===== src/sv/ie2p_pkg.sv =====
// Shared types and constants for the input event to PS/2 byte converter.
// Holds the item structs, the front-to-back command record and the usage ROM.
// No dependencies.
package ie2p_pkg;

    // event kinds, also used as the byte source tag
    localparam logic [1:0] KIND_KEY   = 2'd0;
    localparam logic [1:0] KIND_MOUSE = 2'd1;
    localparam logic [1:0] KIND_TIMER = 2'd2;

    // single-modifier codes and their set-1 scancodes
    localparam logic [7:0] MOD_LCTRL  = 8'b0000_0001;
    localparam logic [7:0] MOD_LSHIFT = 8'b0000_0010;
    localparam logic [7:0] MOD_LALT   = 8'b0000_0100;
    localparam logic [7:0] MOD_RSHIFT = 8'b0010_0000;
    localparam logic [7:0] SC_LCTRL   = 8'h1d;
    localparam logic [7:0] SC_LSHIFT  = 8'h2a;
    localparam logic [7:0] SC_LALT    = 8'h38;
    localparam logic [7:0] SC_RSHIFT  = 8'h36;
    localparam logic [7:0] SC_BREAK   = 8'h80;
    localparam logic [7:0] SC_MASK    = 8'h7f;

    localparam logic [1:0] BTN_NONE   = 2'd3;

    // command queue between front and back
    localparam int Q_DEPTH = 2;
    localparam int Q_PTR_W = 1;
    localparam int Q_CNT_W = 2;

    typedef struct packed {
        logic [1:0]         kind;
        logic [7:0]         key_usage;
        logic [7:0]         key_modifier;
        logic               key_press;
        logic signed [15:0] pointer_x;
        logic signed [15:0] pointer_y;
        logic               pointer_reset;
        logic               button_changed;
        logic [1:0]         button_index;
        logic               button_pressed;
    } t_in_item;

    typedef struct packed {
        logic [1:0] source;
        logic [7:0] data_byte;
        logic       last;
    } t_out_item;

    // one event's run of bytes; count is 1 to 3
    typedef struct packed {
        logic [1:0]      source;
        logic [1:0]      count;
        logic [7:0]      byte0;
        logic [7:0]      byte1;
        logic [7:0]      byte2;
    } t_cmd;

    // head of the command queue as seen by the back end
    typedef struct packed {
        logic valid;
        t_cmd cmd;
    } t_q_head;

    function automatic logic [7:0] usage_to_scancode(input logic [7:0] usage);
        logic [7:0] sc;
        unique case (usage)
            8'd4:  sc = 8'd30;  8'd5:  sc = 8'd48;  8'd6:  sc = 8'd46;  8'd7:  sc = 8'd32;
            8'd8:  sc = 8'd18;  8'd9:  sc = 8'd33;  8'd10: sc = 8'd34;  8'd11: sc = 8'd35;
            8'd12: sc = 8'd23;  8'd13: sc = 8'd36;  8'd14: sc = 8'd37;  8'd15: sc = 8'd38;
            8'd16: sc = 8'd50;  8'd17: sc = 8'd49;  8'd18: sc = 8'd24;  8'd19: sc = 8'd25;
            8'd20: sc = 8'd16;  8'd21: sc = 8'd19;  8'd22: sc = 8'd31;  8'd23: sc = 8'd20;
            8'd24: sc = 8'd22;  8'd25: sc = 8'd47;  8'd26: sc = 8'd17;  8'd27: sc = 8'd45;
            8'd28: sc = 8'd21;  8'd29: sc = 8'd44;  8'd30: sc = 8'd2;   8'd31: sc = 8'd3;
            8'd32: sc = 8'd4;   8'd33: sc = 8'd5;   8'd34: sc = 8'd6;   8'd35: sc = 8'd7;
            8'd36: sc = 8'd8;   8'd37: sc = 8'd9;   8'd38: sc = 8'd10;  8'd39: sc = 8'd11;
            8'd40: sc = 8'd28;  8'd42: sc = 8'd14;  8'd43: sc = 8'd15;  8'd44: sc = 8'd57;
            8'd45: sc = 8'd12;  8'd46: sc = 8'd13;  8'd47: sc = 8'd26;  8'd48: sc = 8'd27;
            8'd49: sc = 8'd43;  8'd51: sc = 8'd39;  8'd52: sc = 8'd40;  8'd53: sc = 8'd41;
            8'd54: sc = 8'd52;  8'd55: sc = 8'd53;  8'd56: sc = 8'd54;  8'd59: sc = 8'd59;
            8'd60: sc = 8'd60;  8'd64: sc = 8'd72;  8'd65: sc = 8'd73;  8'd66: sc = 8'd76;
            8'd67: sc = 8'd77;  8'd68: sc = 8'd78;  8'd70: sc = 8'd71;  8'd71: sc = 8'd72;
            8'd72: sc = 8'd81;  8'd73: sc = 8'd82;  8'd89: sc = 8'd74;  8'd90: sc = 8'd75;
            8'd91: sc = 8'd76;  8'd92: sc = 8'd70;  8'd93: sc = 8'd71;  8'd94: sc = 8'd74;
            8'd95: sc = 8'd64;  8'd96: sc = 8'd65;  8'd97: sc = 8'd66;  8'd98: sc = 8'd79;
            8'd99: sc = 8'd80;
            default: sc = 8'd0;
        endcase
        return sc;
    endfunction

endpackage


===== src/sv/ie2p_front.sv =====
// Front end: accepts events, keeps pointer and button state, builds byte runs.
// Depends on ie2p_pkg.
module ie2p_front
    import ie2p_pkg::*;
#(
    parameter int POS_WIDTH = 16
) (
    input  logic     i_clk,
    input  logic     i_rst_n,
    input  logic     i_accept,
    input  t_in_item i_item,
    output logic     o_push,
    output t_cmd     o_cmd
);

    localparam int EXT_W = (POS_WIDTH > 16) ? POS_WIDTH : 16;

    logic [POS_WIDTH-1:0] r_prev_x, n_prev_x;
    logic [POS_WIDTH-1:0] r_prev_y, n_prev_y;
    logic [2:0]           r_buttons, n_buttons;

    logic signed [EXT_W-1:0] ext_x, ext_y;
    logic [POS_WIDTH-1:0]    pos_x, pos_y;
    logic [POS_WIDTH:0]      dx, dy;
    logic [2:0]              btn_upd;
    logic [7:0]              mod_sc, key_sc;
    logic                    has_mod;
    logic                    emit;

    // wrap the 16-bit inputs to the position width
    assign ext_x = EXT_W'(i_item.pointer_x);
    assign ext_y = EXT_W'(i_item.pointer_y);
    assign pos_x = ext_x[POS_WIDTH-1:0];
    assign pos_y = ext_y[POS_WIDTH-1:0];

    // one extra bit keeps the true sign of the difference
    assign dx = {pos_x[POS_WIDTH-1], pos_x} - {r_prev_x[POS_WIDTH-1], r_prev_x};
    assign dy = {r_prev_y[POS_WIDTH-1], r_prev_y} - {pos_y[POS_WIDTH-1], pos_y};

    always_comb begin
        btn_upd = r_buttons;
        if (i_item.button_changed && i_item.button_index != BTN_NONE) begin
            btn_upd[i_item.button_index] = i_item.button_pressed;
        end
    end

    always_comb begin
        unique case (i_item.key_modifier)
            MOD_LCTRL:  mod_sc = SC_LCTRL;
            MOD_LSHIFT: mod_sc = SC_LSHIFT;
            MOD_LALT:   mod_sc = SC_LALT;
            MOD_RSHIFT: mod_sc = SC_RSHIFT;
            default:    mod_sc = 8'd0;
        endcase
        has_mod = (mod_sc != 8'd0);
        key_sc  = usage_to_scancode(i_item.key_usage);
        if (!i_item.key_press) begin
            mod_sc = mod_sc | SC_BREAK;
            key_sc = key_sc | SC_BREAK;
        end
    end

    always_comb begin
        emit      = 1'b0;
        o_cmd     = '0;
        n_prev_x  = r_prev_x;
        n_prev_y  = r_prev_y;
        n_buttons = r_buttons;
        o_cmd.source = i_item.kind;
        unique case (i_item.kind)
            KIND_KEY: begin
                emit        = 1'b1;
                o_cmd.count = has_mod ? 2'd2 : 2'd1;
                o_cmd.byte0 = has_mod ? mod_sc : key_sc;
                o_cmd.byte1 = key_sc;
            end
            KIND_MOUSE: begin
                if (i_item.pointer_reset) begin
                    n_buttons = 3'd0;
                end else begin
                    emit        = 1'b1;
                    n_prev_x    = pos_x;
                    n_prev_y    = pos_y;
                    n_buttons   = btn_upd;
                    o_cmd.count = 2'd3;
                    o_cmd.byte0 = {2'b00, dy[POS_WIDTH], dx[POS_WIDTH], 1'b1, btn_upd};
                    o_cmd.byte1 = dx[7:0];
                    o_cmd.byte2 = dy[7:0];
                end
            end
            KIND_TIMER: begin
                emit        = 1'b1;
                o_cmd.count = 2'd1;
            end
            default: begin
                emit = 1'b0;
            end
        endcase
    end

    assign o_push = i_accept && emit;

    always_ff @(posedge i_clk) begin
        if (!i_rst_n) begin
            r_prev_x  <= '0;
            r_prev_y  <= '0;
            r_buttons <= '0;
        end else if (i_accept) begin
            r_prev_x  <= n_prev_x;
            r_prev_y  <= n_prev_y;
            r_buttons <= n_buttons;
        end
    end

endmodule


===== src/sv/ie2p_queue.sv =====
// Two-entry command queue between the front and back ends.
// Depends on ie2p_pkg.
module ie2p_queue
    import ie2p_pkg::*;
(
    input  logic    i_clk,
    input  logic    i_rst_n,
    input  logic    i_push,
    input  t_cmd    i_cmd,
    input  logic    i_pop,
    output logic    o_full,
    output t_q_head o_head
);

    t_cmd               r_mem [Q_DEPTH];
    logic [Q_PTR_W-1:0] r_wr_ptr, r_rd_ptr;
    logic [Q_CNT_W-1:0] r_count, n_count;

    assign o_full        = (r_count == Q_CNT_W'(Q_DEPTH));
    assign o_head.valid  = (r_count != '0);
    assign o_head.cmd    = r_mem[r_rd_ptr];

    always_comb begin
        n_count = r_count;
        if (i_push && !i_pop) begin
            n_count = r_count + 1'b1;
        end else if (i_pop && !i_push) begin
            n_count = r_count - 1'b1;
        end
    end

    always_ff @(posedge i_clk) begin
        if (i_push) begin
            r_mem[r_wr_ptr] <= i_cmd;
        end
    end

    always_ff @(posedge i_clk) begin
        if (!i_rst_n) begin
            r_wr_ptr <= '0;
            r_rd_ptr <= '0;
            r_count  <= '0;
        end else begin
            if (i_push) begin
                r_wr_ptr <= r_wr_ptr + 1'b1;
            end
            if (i_pop) begin
                r_rd_ptr <= r_rd_ptr + 1'b1;
            end
            r_count <= n_count;
        end
    end

endmodule


===== src/sv/ie2p_back.sv =====
// Back end: walks the head command byte by byte into the output register.
// Depends on ie2p_pkg.
module ie2p_back
    import ie2p_pkg::*;
(
    input  logic      i_clk,
    input  logic      i_rst_n,
    input  t_q_head   i_head,
    output logic      o_pop,
    output logic      o_out_valid,
    input  logic      i_out_stall,
    output t_out_item o_out_item
);

    logic [1:0] r_idx;
    logic       r_out_valid;
    t_out_item  r_out;
    logic       load;
    logic       last_byte;
    logic [7:0] sel_byte;

    assign load      = i_head.valid && (!r_out_valid || !i_out_stall);
    assign last_byte = (r_idx == i_head.cmd.count - 2'd1);
    assign o_pop     = load && last_byte;

    always_comb begin
        case (r_idx)
            2'd0:    sel_byte = i_head.cmd.byte0;
            2'd1:    sel_byte = i_head.cmd.byte1;
            default: sel_byte = i_head.cmd.byte2;
        endcase
    end

    always_ff @(posedge i_clk) begin
        if (load) begin
            r_out.source    <= i_head.cmd.source;
            r_out.data_byte <= sel_byte;
            r_out.last      <= last_byte;
        end
    end

    always_ff @(posedge i_clk) begin
        if (!i_rst_n) begin
            r_idx       <= '0;
            r_out_valid <= 1'b0;
        end else begin
            if (load) begin
                r_out_valid <= 1'b1;
                r_idx       <= last_byte ? 2'd0 : r_idx + 2'd1;
            end else if (!i_out_stall) begin
                // drop the taken byte
                r_out_valid <= 1'b0;
            end
        end
    end

    assign o_out_valid = r_out_valid;
    assign o_out_item  = r_out;

endmodule


===== src/sv/input_event_to_ps2_bytes_unit.sv =====
// Top level of the input event to PS/2 byte converter.
// Depends on ie2p_pkg, ie2p_front, ie2p_queue and ie2p_back.

// Converts keyboard, mouse and timer events into PS/2 set-1 scancodes and
// three-byte mouse packets, one byte per output item with a last flag closing
// each event's run. Each event's bytes leave the output register one per
// cycle while the output is not stalled: a keyboard event sends one byte, or
// two when a single modifier byte leads, a mouse event three, a timer tick
// one. The one-byte output register in the back end sets that rate; a
// two-entry command queue lets new events enter while earlier bytes are still
// going out. A mouse reset, or an unknown kind, is taken and sends nothing.
// POS_WIDTH (9 to 32) sets the width of the stored pointer position.
module input_event_to_ps2_bytes_unit
    import ie2p_pkg::*;
#(
    parameter int POS_WIDTH = 16
) (
    input  logic      i_clk,
    input  logic      i_rst_n,
    input  logic      i_in_valid,
    output logic      o_in_stall,
    input  t_in_item  i_in_item,
    output logic      o_out_valid,
    input  logic      i_out_stall,
    output t_out_item o_out_item
);

    logic    in_accept;
    logic    q_push;
    logic    q_pop;
    logic    q_full;
    t_cmd    q_cmd;
    t_q_head q_head;

    assign in_accept = i_in_valid && !o_in_stall;
    assign o_in_stall = q_full;

    ie2p_front #(
        .POS_WIDTH(POS_WIDTH)
    ) u_front (
        .i_clk   (i_clk),
        .i_rst_n (i_rst_n),
        .i_accept(in_accept),
        .i_item  (i_in_item),
        .o_push  (q_push),
        .o_cmd   (q_cmd)
    );

    ie2p_queue u_queue (
        .i_clk  (i_clk),
        .i_rst_n(i_rst_n),
        .i_push (q_push),
        .i_cmd  (q_cmd),
        .i_pop  (q_pop),
        .o_full (q_full),
        .o_head (q_head)
    );

    ie2p_back u_back (
        .i_clk      (i_clk),
        .i_rst_n    (i_rst_n),
        .i_head     (q_head),
        .o_pop      (q_pop),
        .o_out_valid(o_out_valid),
        .i_out_stall(i_out_stall),
        .o_out_item (o_out_item)
    );

    a_pop_needs_head: assert property (@(posedge i_clk) disable iff (!i_rst_n)
        q_pop |-> q_head.valid)
        else $error("queue popped while empty");

    a_timer_byte: assert property (@(posedge i_clk) disable iff (!i_rst_n)
        (o_out_valid && o_out_item.source == KIND_TIMER)
            |-> (o_out_item.last && o_out_item.data_byte == 8'd0))
        else $error("timer run is not a single zero byte");

    a_key_lead: assert property (@(posedge i_clk) disable iff (!i_rst_n)
        (o_out_valid && o_out_item.source == KIND_KEY && !o_out_item.last)
            |-> ((o_out_item.data_byte & SC_MASK) == SC_LCTRL
                 || (o_out_item.data_byte & SC_MASK) == SC_LSHIFT
                 || (o_out_item.data_byte & SC_MASK) == SC_LALT
                 || (o_out_item.data_byte & SC_MASK) == SC_RSHIFT))
        else $error("leading keyboard byte is not a modifier scancode");

    a_queue_count: assert property (@(posedge i_clk) disable iff (!i_rst_n)
        (q_full && !q_pop) |=> q_full)
        else $error("queue lost an entry without a pop");

endmodule

===== config.mk =====
export PLATFORM = sky130hd
export DESIGN_NAME = input_event_to_ps2_bytes_unit
export DESIGN_NICKNAME = d
export VERILOG_FILES = /design/src/sv/ie2p_pkg.sv /design/src/sv/ie2p_front.sv /design/src/sv/ie2p_queue.sv /design/src/sv/ie2p_back.sv /design/src/sv/input_event_to_ps2_bytes_unit.sv
export SDC_FILE = /design/constraint.sdc
export NUM_CORES = 1
export LEC_CHECK = 0
export BUFFER_PORTS_ARGS = -buffer_cell sky130_fd_sc_hd__buf_2
export CORE_UTILIZATION = 52
export DETAILED_ROUTE_END_ITERATION = 8
export GPL_ROUTABILITY_DRIVEN = 0
export PLACE_DENSITY_LB_ADDON = 0.1
export SLEW_MARGIN = 15
export SYNTH_ARGS = -nofsm -noshare
export SYNTH_HDL_FRONTEND = slang
export SYNTH_HIERARCHICAL = 1
export SYNTH_SLANG_ARGS = --single-unit

===== constraint.sdc =====
create_clock -name i_clk -period 3.8 [get_ports i_clk]
set_input_delay 0.76 -clock i_clk [delete_from_list [all_inputs] [get_ports i_clk]]
set_output_delay 0.76 -clock i_clk [all_outputs]
set_load 0.05 [all_outputs]

==> results.yml <==
sta:
  tightest_slew_ns: 0.7209
  maxSlewHeadroom_pct: 51.94
  setup_viol: 0
  fin_tns_setup_ns: 0
  finClkSkew_ns: 0.008385
  min_period_over_period_pct: 71.91
  rsz0062_at_grt: "false"
  setup_slack_ns: 1.067
  fin_crit_ns: 2.733
  hold_viol: 0
  maxSlewViolCount: 0
  max_freq_ghz: 0.3660
global_route:
  grt_pass1_wl_um: 24010
  overflow: 0
  grt_max_degree: 46
  grt_pass1_vias: 5064
  antenna_found_initial: 0
  grt_usage_pct: 23.16
synth:
  synth-simple-area-share_pct: 16.41
  synth_nets: 819
  ys_seq_area_share_pct: 42.20
  netlist_top_cells_area: "edfxtp_1 (30%), dfxtp_1 (13%), ha_1 (8.8%)"
  synthFlopType: "edfxtp_1"
  syn-cell-area_mm2: 0.006808
  netlist.area_leader.share_pct: 29.55
  synth_edf_count: 67
  postSynthAreaPerCell_um2: 9.602
  yosysTopAreaCell: "edfxtp_1"
  synthAdderAreaFrac_pct: 9.410
  synthArstFlopShare_pct: 0
  syn_inst: 709
  ys_ff_latch: 110
  synth_top_family_by_area: "compound AO/OA/AOI/OAI gates"
  synth-xor-area-share_pct: 2.297
  ys_warn_count: 6
  synth_compound_area_share_pct: 17.06
  synth_cell_types: 74
  synthMuxAreaShare_pct: 6.874
clocking:
  ctsHoldBuffers: 0
  cts_tree: "done"
  clkSinkCount: 110
  clock_latency_ns: 0.36
  cts-buffers-inserted: 9
  cts-resized-gates: 0
  clkSlewWorstSetupHoldPaths_ns: 0.08
  post_cts_buffers: 0
  h-tree-depth: 3
  root_buffer: "clkbuf_16"
  clockBufferDepth: 2
floorplanning:
  fp.dieArea_mm2: 0.01355
  die_w_um: 116.4
  core_area_mm2: 0.01267
  die_h_um: 116.4
  io_pins: 73
  rows: 41
  initial_core_util_pct: 53.73
power_and_ir_drop:
  power_density_mw_per_mm2: 486.0
  leakage_nw: 2.967
  vdd_drop_max_mv: 0.3029
routing:
  ant_nets: 0
  dr.pass1.iters: 6
  wl_per_cell_um: 15.62
  dr_total_vias: 5296
  drtIter0Drc: 569
  vias_per_cell: 5.634
  drt-total-wl_um: 14680
  drcViolationCount: 0
setup_path:
  cp-start-kind: "register"
  path_class: "reg -> reg"
  critPathRequiredTime_ns: 4.09
  cp_max_fo: 25
  endpoint_kind: "register"
  cp_data_arrival_time_ns: 3.02
cells_and_area:
  stdcell_area_mm2: 0.007532
  n_antenna_cell: 0
  drive_gt1_share_pct: 18.10
  ff_latch_area_mm2: 0.002873
  multi_input_area_mm2: 0.003546
  fin_nets: 873
  areaGrowthSynthToFinish_pct: 10.64
  fillers: 1111
  finalNonFillerCells: 940
placed_design:
  portBuffers: 72
  place_area_mm2: 0.007227
  dp_slack_ns: 0.7666
  placed_cells: 924
  dpl.hpwl_um: 10520
worst_hold_path:
  hold_class: "reg -> reg"
job:
  drv_cap: 0
outcome:
  outcome: "finished, final reports clean"
-- power breakdown --
group / internal [mW] / leakage [nW] / switching, mW
combinational: 0.407 / 1.83 / 0.750
sequential: 1.47 / 0.985 / 0.0534
clock: 0.526 / 0.150 / 0.451
-- synth_stat cells, drive strengths merged, types with 3 or more instances --
cell and instances:
nand2 114, edfxtp 67, ha 48, inv 48, dfxtp 43, nor2 38
o21ai 38, a21boi 37, mux2 31, a21oi 25, buf 22, nor2b 18
nor3 17, clkbuf 14, xnor2 12, nand2b 11, a22oi 10, and2 10
a211oi 8, a31oi 7, mux2i 7, nand3 7, o31ai 6, or3 6
o211ai 5, o21a 5, xor2 5, o22ai 4, a2111oi 3, a211o 3
-- layer usage --
metal  global-route usage (%)  vias up  wire, um
met2                    39.13      151      7144
met3                    5.138       26       740
met5                        0        -         0
li1                         -     2615         -
met1                    29.09     2504      6440
met4                    8.291        0       356
-- final timing paths --
kind | slack [ns] | to | startpoint | cells after the start
max | 1.07 | u_queue/r_count[1] | register | 9
min | 0.45 | u_front/r_prev_x[9] | u_front/r_prev_x[9] | 2
max reg2reg | 1.07 | u_queue/r_count[1] | register | 9
min reg2reg | 0.45 | u_front/r_prev_x[9] | u_front/r_prev_x[9] | 2
-- cells in the final DEF (no fill, tap or decap), types with 16 or more instances in the layout --
cell type  instances
nor3_1            16
a21oi_1           25
edfxtp_1          67
dfxtp_1           43
nand2_1          114
a21boi_1          34
ha_1              48
inv_1             46
mux2_2            29
nor2b_1           16
o21ai_0           31
nor2_1            38
buf_2             72
-- per-stage QoR --
stage	hold WS, ns	total power [mW]	utilization (%)
after global placement	0.4404	2.695	57.04
after detailed placement	0.4450	2.719	57.04
after global routing	0.4806	3.873	59.45
after CTS	0.4547	3.696	59.45
after floorplan	0.4351	2.434	-
final	0.4522	3.660	59.45
-- cell families after synthesis --
logic type,count (synthesis)
xor gates and xnor gates,17
and+or+nand+nor,237
adders and majority gates,50
buffers and inverters,84
DFF,110
muxes,40
AOI/OAI and AO/OA,171
-- critical path, stage by stage, from the launching register on --
cell      delay (ns)
dfxtp_1         0.40
buf_4           0.35
mux2_2          0.39
or2b_1          0.21
mux2i_1         0.24
and2_1          0.21
inv_1           0.06
ha_1            0.31
or3_1           0.35
a21boi_1        0.13
-- flip-flops by register name (all words and copies together), names as in the netlist, named ones only --
name                count
u_front/r_prev_y       16
u_queue/r_mem          56
u_back/o_out_item      11
u_back/o_out_valid      1
u_queue/r_wr_ptr        1
u_back/r_idx            2
u_queue/r_count         2
u_front/r_buttons       3
u_queue/r_rd_ptr        1
u_front/r_prev_x       16
-- area by class of cell --
class | instances | share of cell area [%]
Inverter | 48 | 2.392
Clock buffer | 10 | 3.040
Multi-Input combinational cell | 515 | 47.08
Timing Repair Buffer | 79 | 5.482
Tap cell | 172 | 2.857
Sequential cell | 110 | 38.14
Clock inverter | 6 | 1.013
No activity file was read; power rests on OpenSTA's default activity.
